--- src/hdl/itda_pkg.sv ---
// Shared widths and character codes for the integer to decimal ASCII converter.
package itda_pkg;

  localparam int VALUE_W   = 32;
  localparam int CAP_W     = 16;
  localparam int CHAR_W    = 8;
  localparam int NUM_DIGITS = 10;
  localparam int BCD_W     = 4 * NUM_DIGITS;
  localparam int BIT_CNT_W = $clog2(VALUE_W + 1);
  localparam int NDIG_W    = $clog2(NUM_DIGITS + 1);

  localparam logic [CHAR_W-1:0] CHAR_NUL   = 8'h00;
  localparam logic [CHAR_W-1:0] CHAR_MINUS = 8'h2D;
  localparam logic [3:0]        DIGIT_HI   = 4'h3;

endpackage

--- src/hdl/int_to_decimal_ascii.sv ---
// Top level: converts one 32-bit value per item to NUL-terminated decimal ASCII text.
//
//  Channel   Direction  tdata                           tuser   tlast
//  s_*       in         value[31:0], capacity[47:32]    op      -
//  m_*       out        character[7:0]                  ok      last
//
// An item passes through acceptance, bit-serial conversion, stripping of one leading zero
// per cycle and a length check, then one output character per cycle while m_tready allows;
// when the text does not fit, only a terminator with ok low is emitted.
// The next item is accepted in the cycle after the terminator enters the output register.
// Reset is synchronous and clears the control state only; a stalled m_tready
// simply holds the output register and pauses emission.
module int_to_decimal_ascii
  import itda_pkg::*;
(
  input  logic                      clk,
  input  logic                      rst,
  input  logic                      s_tvalid,
  output logic                      s_tready,
  input  logic [VALUE_W+CAP_W-1:0]  s_tdata,   // value[31:0], capacity[47:32]
  input  logic                      s_tuser,   // op
  output logic                      m_tvalid,
  input  logic                      m_tready,
  output logic [CHAR_W-1:0]         m_tdata,   // character[7:0]
  output logic                      m_tuser,   // ok
  output logic                      m_tlast
);

  typedef enum logic [5:0] {
    S_IDLE  = 6'b000001,
    S_CONV  = 6'b000010,
    S_NORM  = 6'b000100,
    S_SIGN  = 6'b001000,
    S_DIGIT = 6'b010000,
    S_TERM  = 6'b100000
  } state_t;

  state_t             state;
  logic               negative;
  logic               ok;
  logic [CAP_W-1:0]   capacity;
  logic [BCD_W-1:0]   digits;
  logic [NDIG_W-1:0]  ndig;
  logic [VALUE_W-1:0] magnitude;
  logic               conv_start;
  logic               conv_done;
  logic [BCD_W-1:0]   conv_bcd;
  logic               out_load;
  logic               emit;
  logic               accept;
  logic               in_neg;
  logic [3:0]         need;
  logic               fits;

  assign accept     = s_tvalid && s_tready;
  assign s_tready   = (state == S_IDLE);
  assign in_neg     = s_tuser && s_tdata[VALUE_W-1];
  assign magnitude  = in_neg ? (~s_tdata[VALUE_W-1:0] + 1'b1) : s_tdata[VALUE_W-1:0];
  assign conv_start = accept;
  assign out_load   = !m_tvalid || m_tready;
  assign emit       = out_load && (state == S_SIGN || state == S_DIGIT || state == S_TERM);
  assign need       = 4'(negative) + 4'(ndig) + 4'd1;
  assign fits       = (CAP_W'(need) <= capacity);

  itda_bcd u_bcd (
    .clk   (clk),
    .rst   (rst),
    .start (conv_start),
    .value (magnitude),
    .done  (conv_done),
    .bcd   (conv_bcd)
  );

  always_ff @(posedge clk) begin
    if (rst) begin
      state    <= S_IDLE;
      m_tvalid <= 1'b0;
    end else begin
      if (emit) begin
        m_tvalid <= 1'b1;
      end else if (m_tready) begin
        m_tvalid <= 1'b0;
      end
      case (state)
        S_IDLE: begin
          if (accept) begin
            state <= S_CONV;
          end
        end
        S_CONV: begin
          if (conv_done) begin
            state <= S_NORM;
          end
        end
        S_NORM: begin
          if (!(digits[BCD_W-1 -: 4] == 4'd0 && ndig > NDIG_W'(1))) begin
            if (!fits) begin
              state <= S_TERM;
            end else if (negative) begin
              state <= S_SIGN;
            end else begin
              state <= S_DIGIT;
            end
          end
        end
        S_SIGN: begin
          if (out_load) begin
            state <= S_DIGIT;
          end
        end
        S_DIGIT: begin
          if (out_load) begin
            if (ndig == NDIG_W'(1)) begin
              state <= S_TERM;
            end
          end
        end
        S_TERM: begin
          if (out_load) begin
            state <= S_IDLE;
          end
        end
        default: begin
          state <= S_IDLE;
        end
      endcase
    end
  end

  always_ff @(posedge clk) begin
    case (state)
      S_IDLE: begin
        if (accept) begin
          negative <= in_neg;
          capacity <= s_tdata[VALUE_W +: CAP_W];
        end
      end
      S_CONV: begin
        if (conv_done) begin
          digits <= conv_bcd;
          ndig   <= NDIG_W'(NUM_DIGITS);
        end
      end
      S_NORM: begin
        // Strip one leading zero digit per cycle, keeping at least one digit.
        if (digits[BCD_W-1 -: 4] == 4'd0 && ndig > NDIG_W'(1)) begin
          digits <= {digits[BCD_W-5:0], 4'd0};
          ndig   <= ndig - 1'b1;
        end else begin
          ok <= fits;
        end
      end
      S_SIGN: begin
        if (out_load) begin
          m_tdata <= CHAR_MINUS;
          m_tlast <= 1'b0;
          m_tuser <= 1'b1;
        end
      end
      S_DIGIT: begin
        if (out_load) begin
          m_tdata <= {DIGIT_HI, digits[BCD_W-1 -: 4]};
          m_tlast <= 1'b0;
          m_tuser <= 1'b1;
          digits  <= {digits[BCD_W-5:0], 4'd0};
          ndig    <= ndig - 1'b1;
        end
      end
      S_TERM: begin
        if (out_load) begin
          m_tdata <= CHAR_NUL;
          m_tlast <= 1'b1;
          m_tuser <= ok;
        end
      end
      default: begin
      end
    endcase
  end

`ifndef SYNTH
  a_fail_is_terminator: assert property (@(posedge clk) disable iff (rst)
    (m_tvalid && !m_tuser) |-> (m_tlast && m_tdata == CHAR_NUL))
    else $error("failure item is not a lone terminator");

  a_accept_starts_conv: assert property (@(posedge clk) disable iff (rst)
    accept |=> (state == S_CONV))
    else $error("accepted item did not start conversion");

  a_done_in_conv: assert property (@(posedge clk) disable iff (rst)
    conv_done |-> (state == S_CONV))
    else $error("conversion finished outside the conversion phase");

  a_digit_count: assert property (@(posedge clk) disable iff (rst)
    (state == S_DIGIT) |-> (ndig != '0 && ndig <= NDIG_W'(NUM_DIGITS)))
    else $error("digit count out of range while emitting");
`endif

endmodule

--- src/hdl/itda_bcd.sv ---
// Bit-serial binary to BCD converter using the shift-and-add-three method.
module itda_bcd
  import itda_pkg::*;
(
  input  logic               clk,
  input  logic               rst,
  input  logic               start,
  input  logic [VALUE_W-1:0] value,
  output logic               done,
  output logic [BCD_W-1:0]   bcd
);

  logic [VALUE_W-1:0]   bin;
  logic [BIT_CNT_W-1:0] count;
  logic [BCD_W-1:0]     bcd_adj;

  // Each digit of five or more is corrected before the shift doubles it.
  always_comb begin
    for (int d = 0; d < NUM_DIGITS; d++) begin
      if (bcd[4*d +: 4] >= 4'd5) begin
        bcd_adj[4*d +: 4] = bcd[4*d +: 4] + 4'd3;
      end else begin
        bcd_adj[4*d +: 4] = bcd[4*d +: 4];
      end
    end
  end

  always_ff @(posedge clk) begin
    if (rst) begin
      count <= '0;
      done  <= 1'b0;
    end else begin
      done <= 1'b0;
      if (start) begin
        count <= BIT_CNT_W'(VALUE_W);
      end else if (count != '0) begin
        count <= count - 1'b1;
        done  <= (count == BIT_CNT_W'(1));
      end
    end
  end

  always_ff @(posedge clk) begin
    if (start) begin
      bin <= value;
      bcd <= '0;
    end else if (count != '0) begin
      bin <= {bin[VALUE_W-2:0], 1'b0};
      bcd <= {bcd_adj[BCD_W-2:0], bin[VALUE_W-1]};
    end
  end

endmodule

--- config.mk ---
export PLATFORM = sky130hd
export DESIGN_NAME = int_to_decimal_ascii
export DESIGN_NICKNAME = d
export VERILOG_FILES = /design/src/hdl/itda_pkg.sv /design/src/hdl/int_to_decimal_ascii.sv /design/src/hdl/itda_bcd.sv
export SDC_FILE = /design/constraint.sdc
export NUM_CORES = 1
export LEC_CHECK = 0
export BUFFER_PORTS_ARGS = -buffer_cell sky130_fd_sc_hd__clkbuf_2
export CAP_MARGIN = 30
export CORE_MARGIN = 10
export CORE_UTILIZATION = 25
export DETAILED_ROUTE_END_ITERATION = 12
export GPL_TIMING_DRIVEN = 0
export SYNTH_ARGS = -nofsm -noshare
export SYNTH_HDL_FRONTEND = slang
export SYNTH_SLANG_ARGS = --single-unit
--- constraint.sdc ---
create_clock -name clk -period 5.7 [get_ports clk]
set_input_delay 0 -clock clk [delete_from_list [all_inputs] [get_ports clk]]
set_output_delay 0 -clock clk [all_outputs]
set_load 0.05 [all_outputs]
==> flow_metrics.py, run 1 <==
metrics = {
    "route": {
        "vias": 6171,
        "drt_wl_total_um": 18800,
        "drt_iter0_drc": 318,
        "wl_per_cell_um": 13.9,
        "first_pass_iters": 5,
        "antenna_left": 0,
        "post-route-drc-count": 0,
        "via_per_inst": 4.56,
    },
    "final_layout": {
        "area_delta_synth_final_pct": 23.1,
        "final_util_pct": 31.0,
        "finalInstanceArea_um2": 9730,
        "final_common_cell": "nand2_1",
        "fin_nets": 1022,
        "drive_gt1_share_pct": 13.2,
        "final_cell_mix": "156 x nand2_1, 102 x edfxtp_1, 71 x o21ai_0",
        "fillers": 3242,
        "diodes": 0,
    },
    "worst_setup_path": {
        "crit_required_ns": 5.83,
        "crit_path_start_kind": "flip-flop",
        "critPathMostFrequentCell": "buf_6",
        "path_class": "flip-flop to flip-flop",
        "worst-r2r-cell-count": 9,
        "critPathTopFamily": "simple AND/OR/NAND/NOR gates",
        "cp_num_buf_inv": 4,
        "crit_slowest_cell": "nor3_2",
        "slowest_delay_ns": 0.67,
        "endpoint_kind": "flip-flop",
        "worstPathArrival_ns": 3.43,
        "crit_chain": "buf_2 -> nor4_1 -> nand2_1 -> nand2_2 -> buf_6 -> o22ai_1 -> nor3_2 -> buf_6 -> buf_8",
        "path_depth": 9,
        "cp_max_fo": 12,
    },
    "sta": {
        "hold_viol_final": 0,
        "drv_slew": 0,
        "hold_ws_ns": 0.0134,
        "worst_slack_ns": 2.40,
        "fin_crit_sh_pct": 57.9,
        "max_freq_mhz": 303,
        "relSlewSlack_pct": 41.7,
        "finClkSkew_ns": 0.0113,
        "worst_slew_pin_slew_ns": 0.873,
        "rsz0062_at_grt": "no",
        "finalSetupViolCount": 0,
        "fin_crit_ns": 3.30,
        "fin_tns_setup_ns": 0,
    },
    "die": {
        "core_um2": 31400,
        "die-area_um2": 39100,
        "start_util_pct": 25.2,
        "die_x_um": 198,
        "ioPinCount": 65,
        "rows": 65,
        "die_height_um": 198,
    },
    "power": {
        "p_per_area_nw_per_um2": 520,
        "ir_worst_vdd_uv": 243,
        "p_sw_share_pct": 38.0,
        "seqPwrFrac_pct": 38.9,
        "p_int_uw": 3140,
        "p_leak_uw": 0.00373,
        "combPwrFrac_pct": 37.6,
        "share_clk_of_total_power_pct": 23.5,
        "power.switching_uw": 1930,
    },
    "logic_synthesis": {
        "ys_types": 54,
        "synth_area_per_cell_um2": 9.65,
        "yosysSeqAreaShare_pct": 52.4,
        "netlist_instances": 819,
        "ys_seq_elements": 156,
        "async_flop_share_pct": 0,
        "yosys_most_used_dff": "edfxtp_1",
        "synth_edf_count": 102,
        "syn_area_um2": 7910,
        "yosysWarnings": 0,
    },
    "clocking": {
        "clk_latency_ns": 0.43,
        "cts-buffers-inserted": 17,
        "cts-htree-levels": 4,
        "cts.sinks": 156,
        "clk_pin_slew_ns": 0.07,
        "postCtsSetupBuffers": 0,
        "cts-root-buf": "clkbuf_16",
        "cts_tree": "built",
        "clk_path_buf_depth": 2,
    },
    "placement": {
        "dp_slack_ns": 2.39,
        "post_dp_cell_area_um2": 8790,
        "port_buffers": 61,
        "finalWeightedCongestion": 0.795,
        "dp_hpwl_um": 13500,
    },
    "hold_path": {
        "holdPathStages": 3,
        "hp-class": "primary input to flip-flop",
    },
    "global_routing": {
        "grt_pass1_wl_um": 30600,
        "grtUsageTotal_pct": 9.71,
        "antenna_found_initial": 0,
        "grt_pass1_vias": 6060,
        "overflow": 0,
        "grt_max_degree": 21,
    },
    "outcome": {
        "outcome": "finished, final reports clean",
    },
    "run": {
        "maxCapViolCount": 0,
    },
}
## routing by layer
layer	GRT usage [%]	vias to the layer above	routed length, µm
met5	0	-	0
met4	3.08	0	263
met3	2.48	19	873
met2	15.5	109	8620
met1	12.6	2917	9010
li1	-	3126	-
## power groups by stage
stage                     registers [µW]  logic, µW  clock network [µW]
after floorplan                     1940       1360                   0
after global placement              2000       1810                   0
after detailed placement            1990       1890                   0
after CTS                           1970       1920                1220
after global routing                2020       2150                1260
final                               1970       1900                1190
## area by class of cell
type / count / area, µm² / area share [%]
well taps: 402 / 503 / 5.17
clock inverters: 14 / 170 / 1.75
flip-flops and latches: 156 / 4140 / 42.6
repair buffers: 98 / 693 / 7.12
multi-input cells: 582 / 3410 / 35.0
clock buffers: 18 / 450 / 4.63
inverters: 41 / 166 / 1.71
plain buffers: 41 / 198 / 2.03
## logic make-up (layout without fill, tap and decap cells)
family,count (synthesis),count (layout),share of synthesized area (%)
compound gates,178,178,13.0
xor+xnor,47,47,5.21
flops,156,156,52.4
mux,10,10,1.27
other cells,1,2,0.0474
fa+ha+maj,32,32,5.06
simple gates,313,313,18.4
buf+inv,82,212,4.61
## sequential cells by signal, summed over array words and instances, names as in the netlist
name         flops
negative         1
u_bcd.bin       32
digits          40
m_tlast          1
m_tvalid         1
ok               1
u_bcd.count      6
ndig             4
u_bcd.bcd       40
m_tdata          6
m_tuser          1
state            6
capacity        16
u_bcd.done       1
## synthesized netlist by cell type, drive strengths merged, types with 2 or more instances
cell / number / area share (%)
a211oi: 18 / 1.7
a21oi: 56 / 3.5
a31oi: 14 / 1.1
a41oi: 3 / 0.33
and2: 4 / 0.35
and3: 3 / 0.24
and4: 3 / 0.33
buf: 16 / 1.3
clkbuf: 25 / 1.2
dfxtp: 54 / 14
edfxtp: 102 / 39
ha: 32 / 5.1
inv: 40 / 1.9
mux2i: 10 / 1.3
nand2: 157 / 7.5
nand2b: 12 / 0.95
nand3: 12 / 0.76
nand3b: 2 / 0.19
nand4: 5 / 0.40
nor2: 52 / 2.5
nor2b: 5 / 0.40
nor3: 17 / 1.1
nor3b: 12 / 1.1
nor4: 9 / 0.79
o211a: 2 / 0.25
o211ai: 3 / 0.28
o21ai: 72 / 4.7
or3: 8 / 0.63
or3b: 4 / 0.44
or4: 6 / 0.57
xnor2: 40 / 4.4
xor2: 7 / 0.78
## worst min-delay path: cells and delay by family
family | cells | cell delay [ns]
AOI/OAI and AO/OA | 1 | 0.14
xor gates and xnor gates | 1 | 0.08
buffers and inverters | 1 | 0.11
## through the flow
stage	instances	total power (µW)
2_1_floorplan	820	3300
6_report	1352	5060
4_1_cts	1352	5100
3_3_place_gp	1283	3810
5_1_grt	1352	5430
3_5_place_dp	1288	3880
## worst paths after layout
check                           slack, ns       endpoint          start
worst max-delay path                 2.40      digits[1]       state[4]
worst max register to register       2.40      digits[1]       state[4]
worst min register to register       0.46  u_bcd.bcd[37]  u_bcd.bcd[37]
worst min-delay path                 0.01  u_bcd.bin[11]    s_tdata[11]
## timing repair
item / CTS / global route
endpoints found under the hold margin: 33 / 0
resized for setup: 0 / 0
hold buffers: 32 / 0
No activity file was read; power rests on OpenSTA's default activity.
==> run 2, diff against run 1 <==
clock period = 3.1 ns   (was 5.7 ns; I/O delays follow)
==> flow_metrics.py, run 2 (synthesis gave the netlist of run 1 again) <==
metrics = {
    "worst_setup_path": {
        "worstPathArrival_ns": 3.07,
        "cp_num_buf_inv": 4,
        "path_depth": 8,
        "reg2reg_slack_ns": 0.33,
        "crit_required_ns": 3.39,
        "cp_max_fo": 10,
        "critPathTopFamily": "buffers and inverters",
        "crit_slowest_cell": "dlygate4sd3_1",
        "path_class": "primary input to flip-flop",
        "endpoint_kind": "flip-flop",
        "slowest_delay_ns": 0.57,
        "crit_path_start_kind": "primary input",
        "worst-r2r-cell-count": 9,
        "rr_endpoint": "digits[16]",
        "critPathMostFrequentCell": "dlygate4sd3_1",
        "crit_chain": "dlygate4sd3_1 -> clkbuf_2 -> or4_1 -> nor3_1 -> buf_2 -> nand4_1 -> a311oi_1 -> dlygate4sd3_1",
        "r2r-start": "state[4]",
    },
    "die": {
        "die_height_um": 198,
        "start_util_pct": 25.2,
        "ioPinCount": 65,
        "die-area_um2": 39100,
        "core_um2": 31400,
        "rows": 65,
        "die_x_um": 198,
    },
    "run": {
        "maxCapViolCount": 0,
    },
    "hold_path": {
        "whs_endpoint": "u_bcd.bin[7]",
        "hp-class": "primary input to flip-flop",
        "holdPathStages": 3,
        "min_from": "s_tdata[7]",
    },
    "sta": {
        "max_freq_mhz": 360,
        "fin_crit_sh_pct": 89.5,
        "drv_slew": 0,
        "rsz0062_at_grt": "no",
        "relSlewSlack_pct": 51.5,
        "hold_ws_ns": -0.00400,
        "hold_viol_final": 1,
        "worst_slew_pin_slew_ns": 0.721,
        "finalSetupViolCount": 0,
        "fin_crit_ns": 2.77,
        "finClkSkew_ns": 0.00898,
    },
    "clocking": {
        "clk_pin_slew_ns": 0.06,
        "cts-buffers-inserted": 17,
        "cts-root-buf": "clkbuf_16",
        "clk_latency_ns": 0.43,
        "clk_path_buf_depth": 2,
        "cts-htree-levels": 4,
        "cts.sinks": 156,
        "cts_tree": "built",
    },
    "route": {
        "via_per_inst": 4.58,
        "highest_layer": "met4",
        "routed-wl-met2_um": 8730,
        "first_pass_iters": 4,
        "antenna_left": 0,
        "m1WireLength_um": 9070,
        "vias": 6208,
        "drt_iter0_drc": 288,
        "wl_met3_um": 813,
        "post-route-drc-count": 0,
        "drt_wl_total_um": 18800,
        "wl_per_cell_um": 13.9,
    },
    "final_layout": {
        "final_cell_mix": "155 x nand2_1, 102 x edfxtp_1, 71 x o21ai_0",
        "final_common_cell": "nand2_1",
        "largestRegisters": "digits x40, u_bcd.bcd x40, u_bcd.bin x32",
        "multi_input_area_um2": 3430,
        "fillers": 3243,
        "fin_nets": 1025,
        "final_util_pct": 31.3,
        "area_delta_synth_final_pct": 24.2,
        "drive_gt1_share_pct": 13.4,
        "diodes": 0,
        "seq_area_um2": 4150,
    },
    "global_routing": {
        "grtUsageTotal_pct": 9.86,
        "antenna_found_initial": 0,
        "overflow": 0,
        "grt_max_degree": 22,
        "grt_pass1_vias": 6079,
        "grt_pass1_wl_um": 30900,
    },
    "placement": {
        "finalWeightedCongestion": 0.781,
        "port_buffers": 61,
        "dp_hpwl_um": 13500,
    },
    "power": {
        "p_leak_uw": 0.00375,
        "ir_worst_vdd_uv": 487,
        "total_power_uw": 9320,
        "p_per_area_nw_per_um2": 950,
    },
    "outcome": {
        "outcome": "finished with violations",
        "violations": "negative hold slack",
    },
}
run 2: cell type report:
type	count	area share [%]
clock inverters	11	1.31
inverters	41	1.70
multi-input cells	582	34.9
plain buffers	40	1.98
well taps	402	5.12
clock buffers	21	5.02
repair buffers	102	7.72
flip-flops and latches	156	42.2
run 2: stage by stage:
| stage | worst slack, ns | instances | instance area [µm²] | hold slack, ns | TNS, ns |
|---|---|---|---|---|---|
| 5_1_grt | 0.0152 | 1355 | 9820 | 0.0118 | 0 |
| 3_5_place_dp | -0.169 | 1287 | 8830 | 0.179 | -3.20 |
| 4_1_cts | 0.202 | 1356 | 9820 | 0.00421 | 0 |
| 6_report | 0.325 | 1355 | 9820 | -0.00400 | 0 |
| 2_1_floorplan | -0.0961 | 820 | 7940 | 0.0989 | -4.23 |
| 3_3_place_gp | -0.755 | 1283 | 8740 | 0.178 | -46.52 |
run 2: layer usage:
metal	track usage (%)	up-vias
met4	3.39	0
li1	-	3137
met3	2.36	12
met2	15.6	112
met5	0	-
met1	12.9	2947
run 2: timing repair:
| item | CTS | global route |
|---|---|---|
| pin swaps | 1 | 0 |
| setup buffers | 1 | 0 |
| gates resized for setup | 1 | 0 |
| setup endpoints to repair | 37 | 21 |
| hold buffers | 36 | 0 |
| endpoints found under the hold margin | 37 | 0 |
run 2: worst max-delay path by stage:
stage / slack [ns] / startpoint / to
3_3_place_gp: -0.75 / state[4] / digits[9]
4_1_cts: 0.20 / state[4] / u_bcd.bin[22]
2_1_floorplan: -0.1 / state[1] / digits[0]
6_report: 0.33 / s_tdata[3] / u_bcd.bin[31]
3_5_place_dp: -0.17 / state[4] / digits[13]
5_1_grt: 0.02 / state[3] / u_bcd.bin[30]
run 2: where the power goes:
part	switching [µW]	total (µW)	internal [µW]
combinational	2200	3540	1340
clock	852	2160	1310
sequential	419	3620	3200
run 2: tightest hold or removal path, stage by stage:
cell	delay [ns]
clkbuf_2	0.10
xor2_1	0.06
o21ai_0	0.15
==> run 3, diff against run 2 <==
CORE_UTILIZATION = 60   (was 25)
MAX_ROUTING_LAYER = met4   (was not set)
PLACE_DENSITY = 0.8   (was not set)
==> flow_metrics.py, run 3 (synthesis gave the netlist of run 1 again) <==
metrics = {
    "run": {
        "maxCapViolCount": 0,
    },
    "die": {
        "core_um2": 12800,
        "rows": 41,
        "ioPinCount": 65,
        "die_height_um": 135,
        "die_x_um": 135,
        "start_util_pct": 61.9,
        "die-area_um2": 18200,
    },
    "worst_setup_path": {
        "crit_required_ns": 3.23,
        "cp_max_fo": 21,
        "crit_path_start_kind": "flip-flop",
        "worstPathArrival_ns": 3.08,
        "rr_endpoint": "digits[27]",
        "endpoint_kind": "flip-flop",
        "r2r-start": "state[1]",
        "worst-r2r-cell-count": 9,
        "reg2reg_slack_ns": 0.15,
        "path_class": "flip-flop to flip-flop",
    },
    "global_routing": {
        "grt.met1_usage_pct": 24.7,
        "grt_pass1_wl_um": 31300,
        "globalRoute.busiestLayer": "met2",
        "antenna_found_initial": 1,
        "overflow": 0,
        "grtUsageTotal_pct": 22.0,
        "grt_pass1_vias": 6546,
        "gr-usage-met2_pct": 38.0,
        "met3_usage_pct": 4.78,
        "grt_max_degree": 25,
    },
    "power": {
        "p_per_area_nw_per_um2": 966,
        "ir_worst_vdd_uv": 660,
        "p_leak_uw": 0.00369,
        "total_power_uw": 9080,
    },
    "placement": {
        "dp_hpwl_um": 12900,
        "post_dp_cell_area_um2": 8540,
        "dp_slack_ns": 0.114,
        "port_buffers": 61,
        "finalWeightedCongestion": 0.922,
    },
    "route": {
        "post-route-drc-count": 0,
        "drt_wl_total_um": 19100,
        "via_per_inst": 5.85,
        "vias": 6573,
        "antenna_left": 0,
        "drt_iter0_drc": 705,
        "wl_per_cell_um": 17.0,
        "first_pass_iters": 5,
    },
    "hold_path": {
        "min_from": "s_tdata[20]",
        "hp-class": "primary input to flip-flop",
        "whs_endpoint": "u_bcd.bin[20]",
        "holdPathStages": 3,
    },
    "sta": {
        "hold_viol_final": 1,
        "max_freq_mhz": 339,
        "worst_slack_ns": 0.153,
        "hold_ws_ns": -0.0117,
        "worst_slew_pin_slew_ns": 0.696,
        "finClkSkew_ns": 0.0108,
        "relSlewSlack_pct": 53.6,
        "fin_crit_sh_pct": 95.1,
        "drv_slew": 0,
        "finalSetupViolCount": 0,
        "fin_crit_ns": 2.95,
        "rsz0062_at_grt": "no",
    },
    "final_layout": {
        "final_cell_mix": "156 x nand2_1, 102 x edfxtp_1, 71 x o21ai_0",
        "largestRegisters": "digits x40, u_bcd.bcd x40, u_bcd.bin x32",
        "area_delta_synth_final_pct": 18.9,
        "final_common_cell": "nand2_1",
        "finalInstanceArea_um2": 9400,
        "fin_nets": 1023,
        "drive_gt1_share_pct": 12.9,
    },
    "outcome": {
        "violations": "negative hold slack",
        "outcome": "finished with violations",
    },
    "clocking": {
        "cts-root-buf": "clkbuf_16",
        "cts_tree": "built",
        "postCtsSetupBuffers": 0,
        "cts-htree-levels": 4,
        "clk_latency_ns": 0.44,
        "cts.sinks": 156,
        "clk_path_buf_depth": 2,
        "clk_pin_slew_ns": 0.06,
        "cts-buffers-inserted": 17,
    },
}
## run 3: cell count changes in the layout (fill, tap and decap cells not counted), sizes merged
cell         delta
buf             -1
bufinv          -2
clkbuf          -2
clkinv          +7
diode           +1
dlygate4sd3     -2
inv             -2
## run 3: what timing repair did
action                                  in CTS  in global routing
hold buffers                                34                  0
gates resized for setup                      0                  1
endpoints found under the hold margin       35                  0
endpoints found under the setup margin       0                 21
## run 3: worst max-delay path by stage
| stage | start | endpoint | cells past startpoint |
|---|---|---|---|
| finish | state[1] | digits[27] | 9 |
| global placement | state[4] | digits[14] | 7 |
| global route | state[0] | digits[27] | 9 |
| floorplan | state[1] | digits[0] | 7 |
| CTS | state[3] | digits[27] | 9 |
| detailed placement | state[4] | digits[14] | 9 |
## run 3: layer usage
metal | vias to the layer above | wire length (µm)
li1 | 3125 | -
met1 | 3156 | 7560
met2 | 251 | 9950
met3 | 41 | 1170
met4 | 0 | 365
met5 | - | 0
## run 3: where the power goes
part           switching [µW]  internal (µW)  leakage (µW)
registers                 423           3200       0.00142
clock network             834           1000      0.000249
logic                    2270           1350       0.00202
total                    3520           5550       0.00369
## run 3: area by class of cell
class                           instances  area [µm²]
Timing Repair Buffer                   99         731
Fill cell                             848        3370
Inverter                               41         166
Clock inverter                         14        81.3
Buffer                                 41         198
Antenna cell                            1        2.50
Tap cell                              172         215
Sequential cell                       156        4150
Multi-Input combinational cell        582        3430
Clock buffer                           18         429
## run 3: through the flow
step / utilization [%] / TNS (ns) / cells
2_1_floorplan: - / -4.23 / 820
3_3_place_gp: 66.2 / -30.63 / 1053
3_5_place_dp: 66.9 / 0 / 1057
4_1_cts: 73.5 / 0 / 1123
5_1_grt: 73.6 / 0 / 1124
6_report: 73.6 / 0 / 1124
## run 3: critical path, cell delays in order (launching register included)
cell and delay, ns:
dfxtp_2 0.35, or4_1 0.55, or3b_1 0.39, buf_6 0.17
nand2_4 0.08, buf_6 0.16, o22ai_2 0.09, nor3_4 0.40
buf_16 0.22, buf_8 0.21
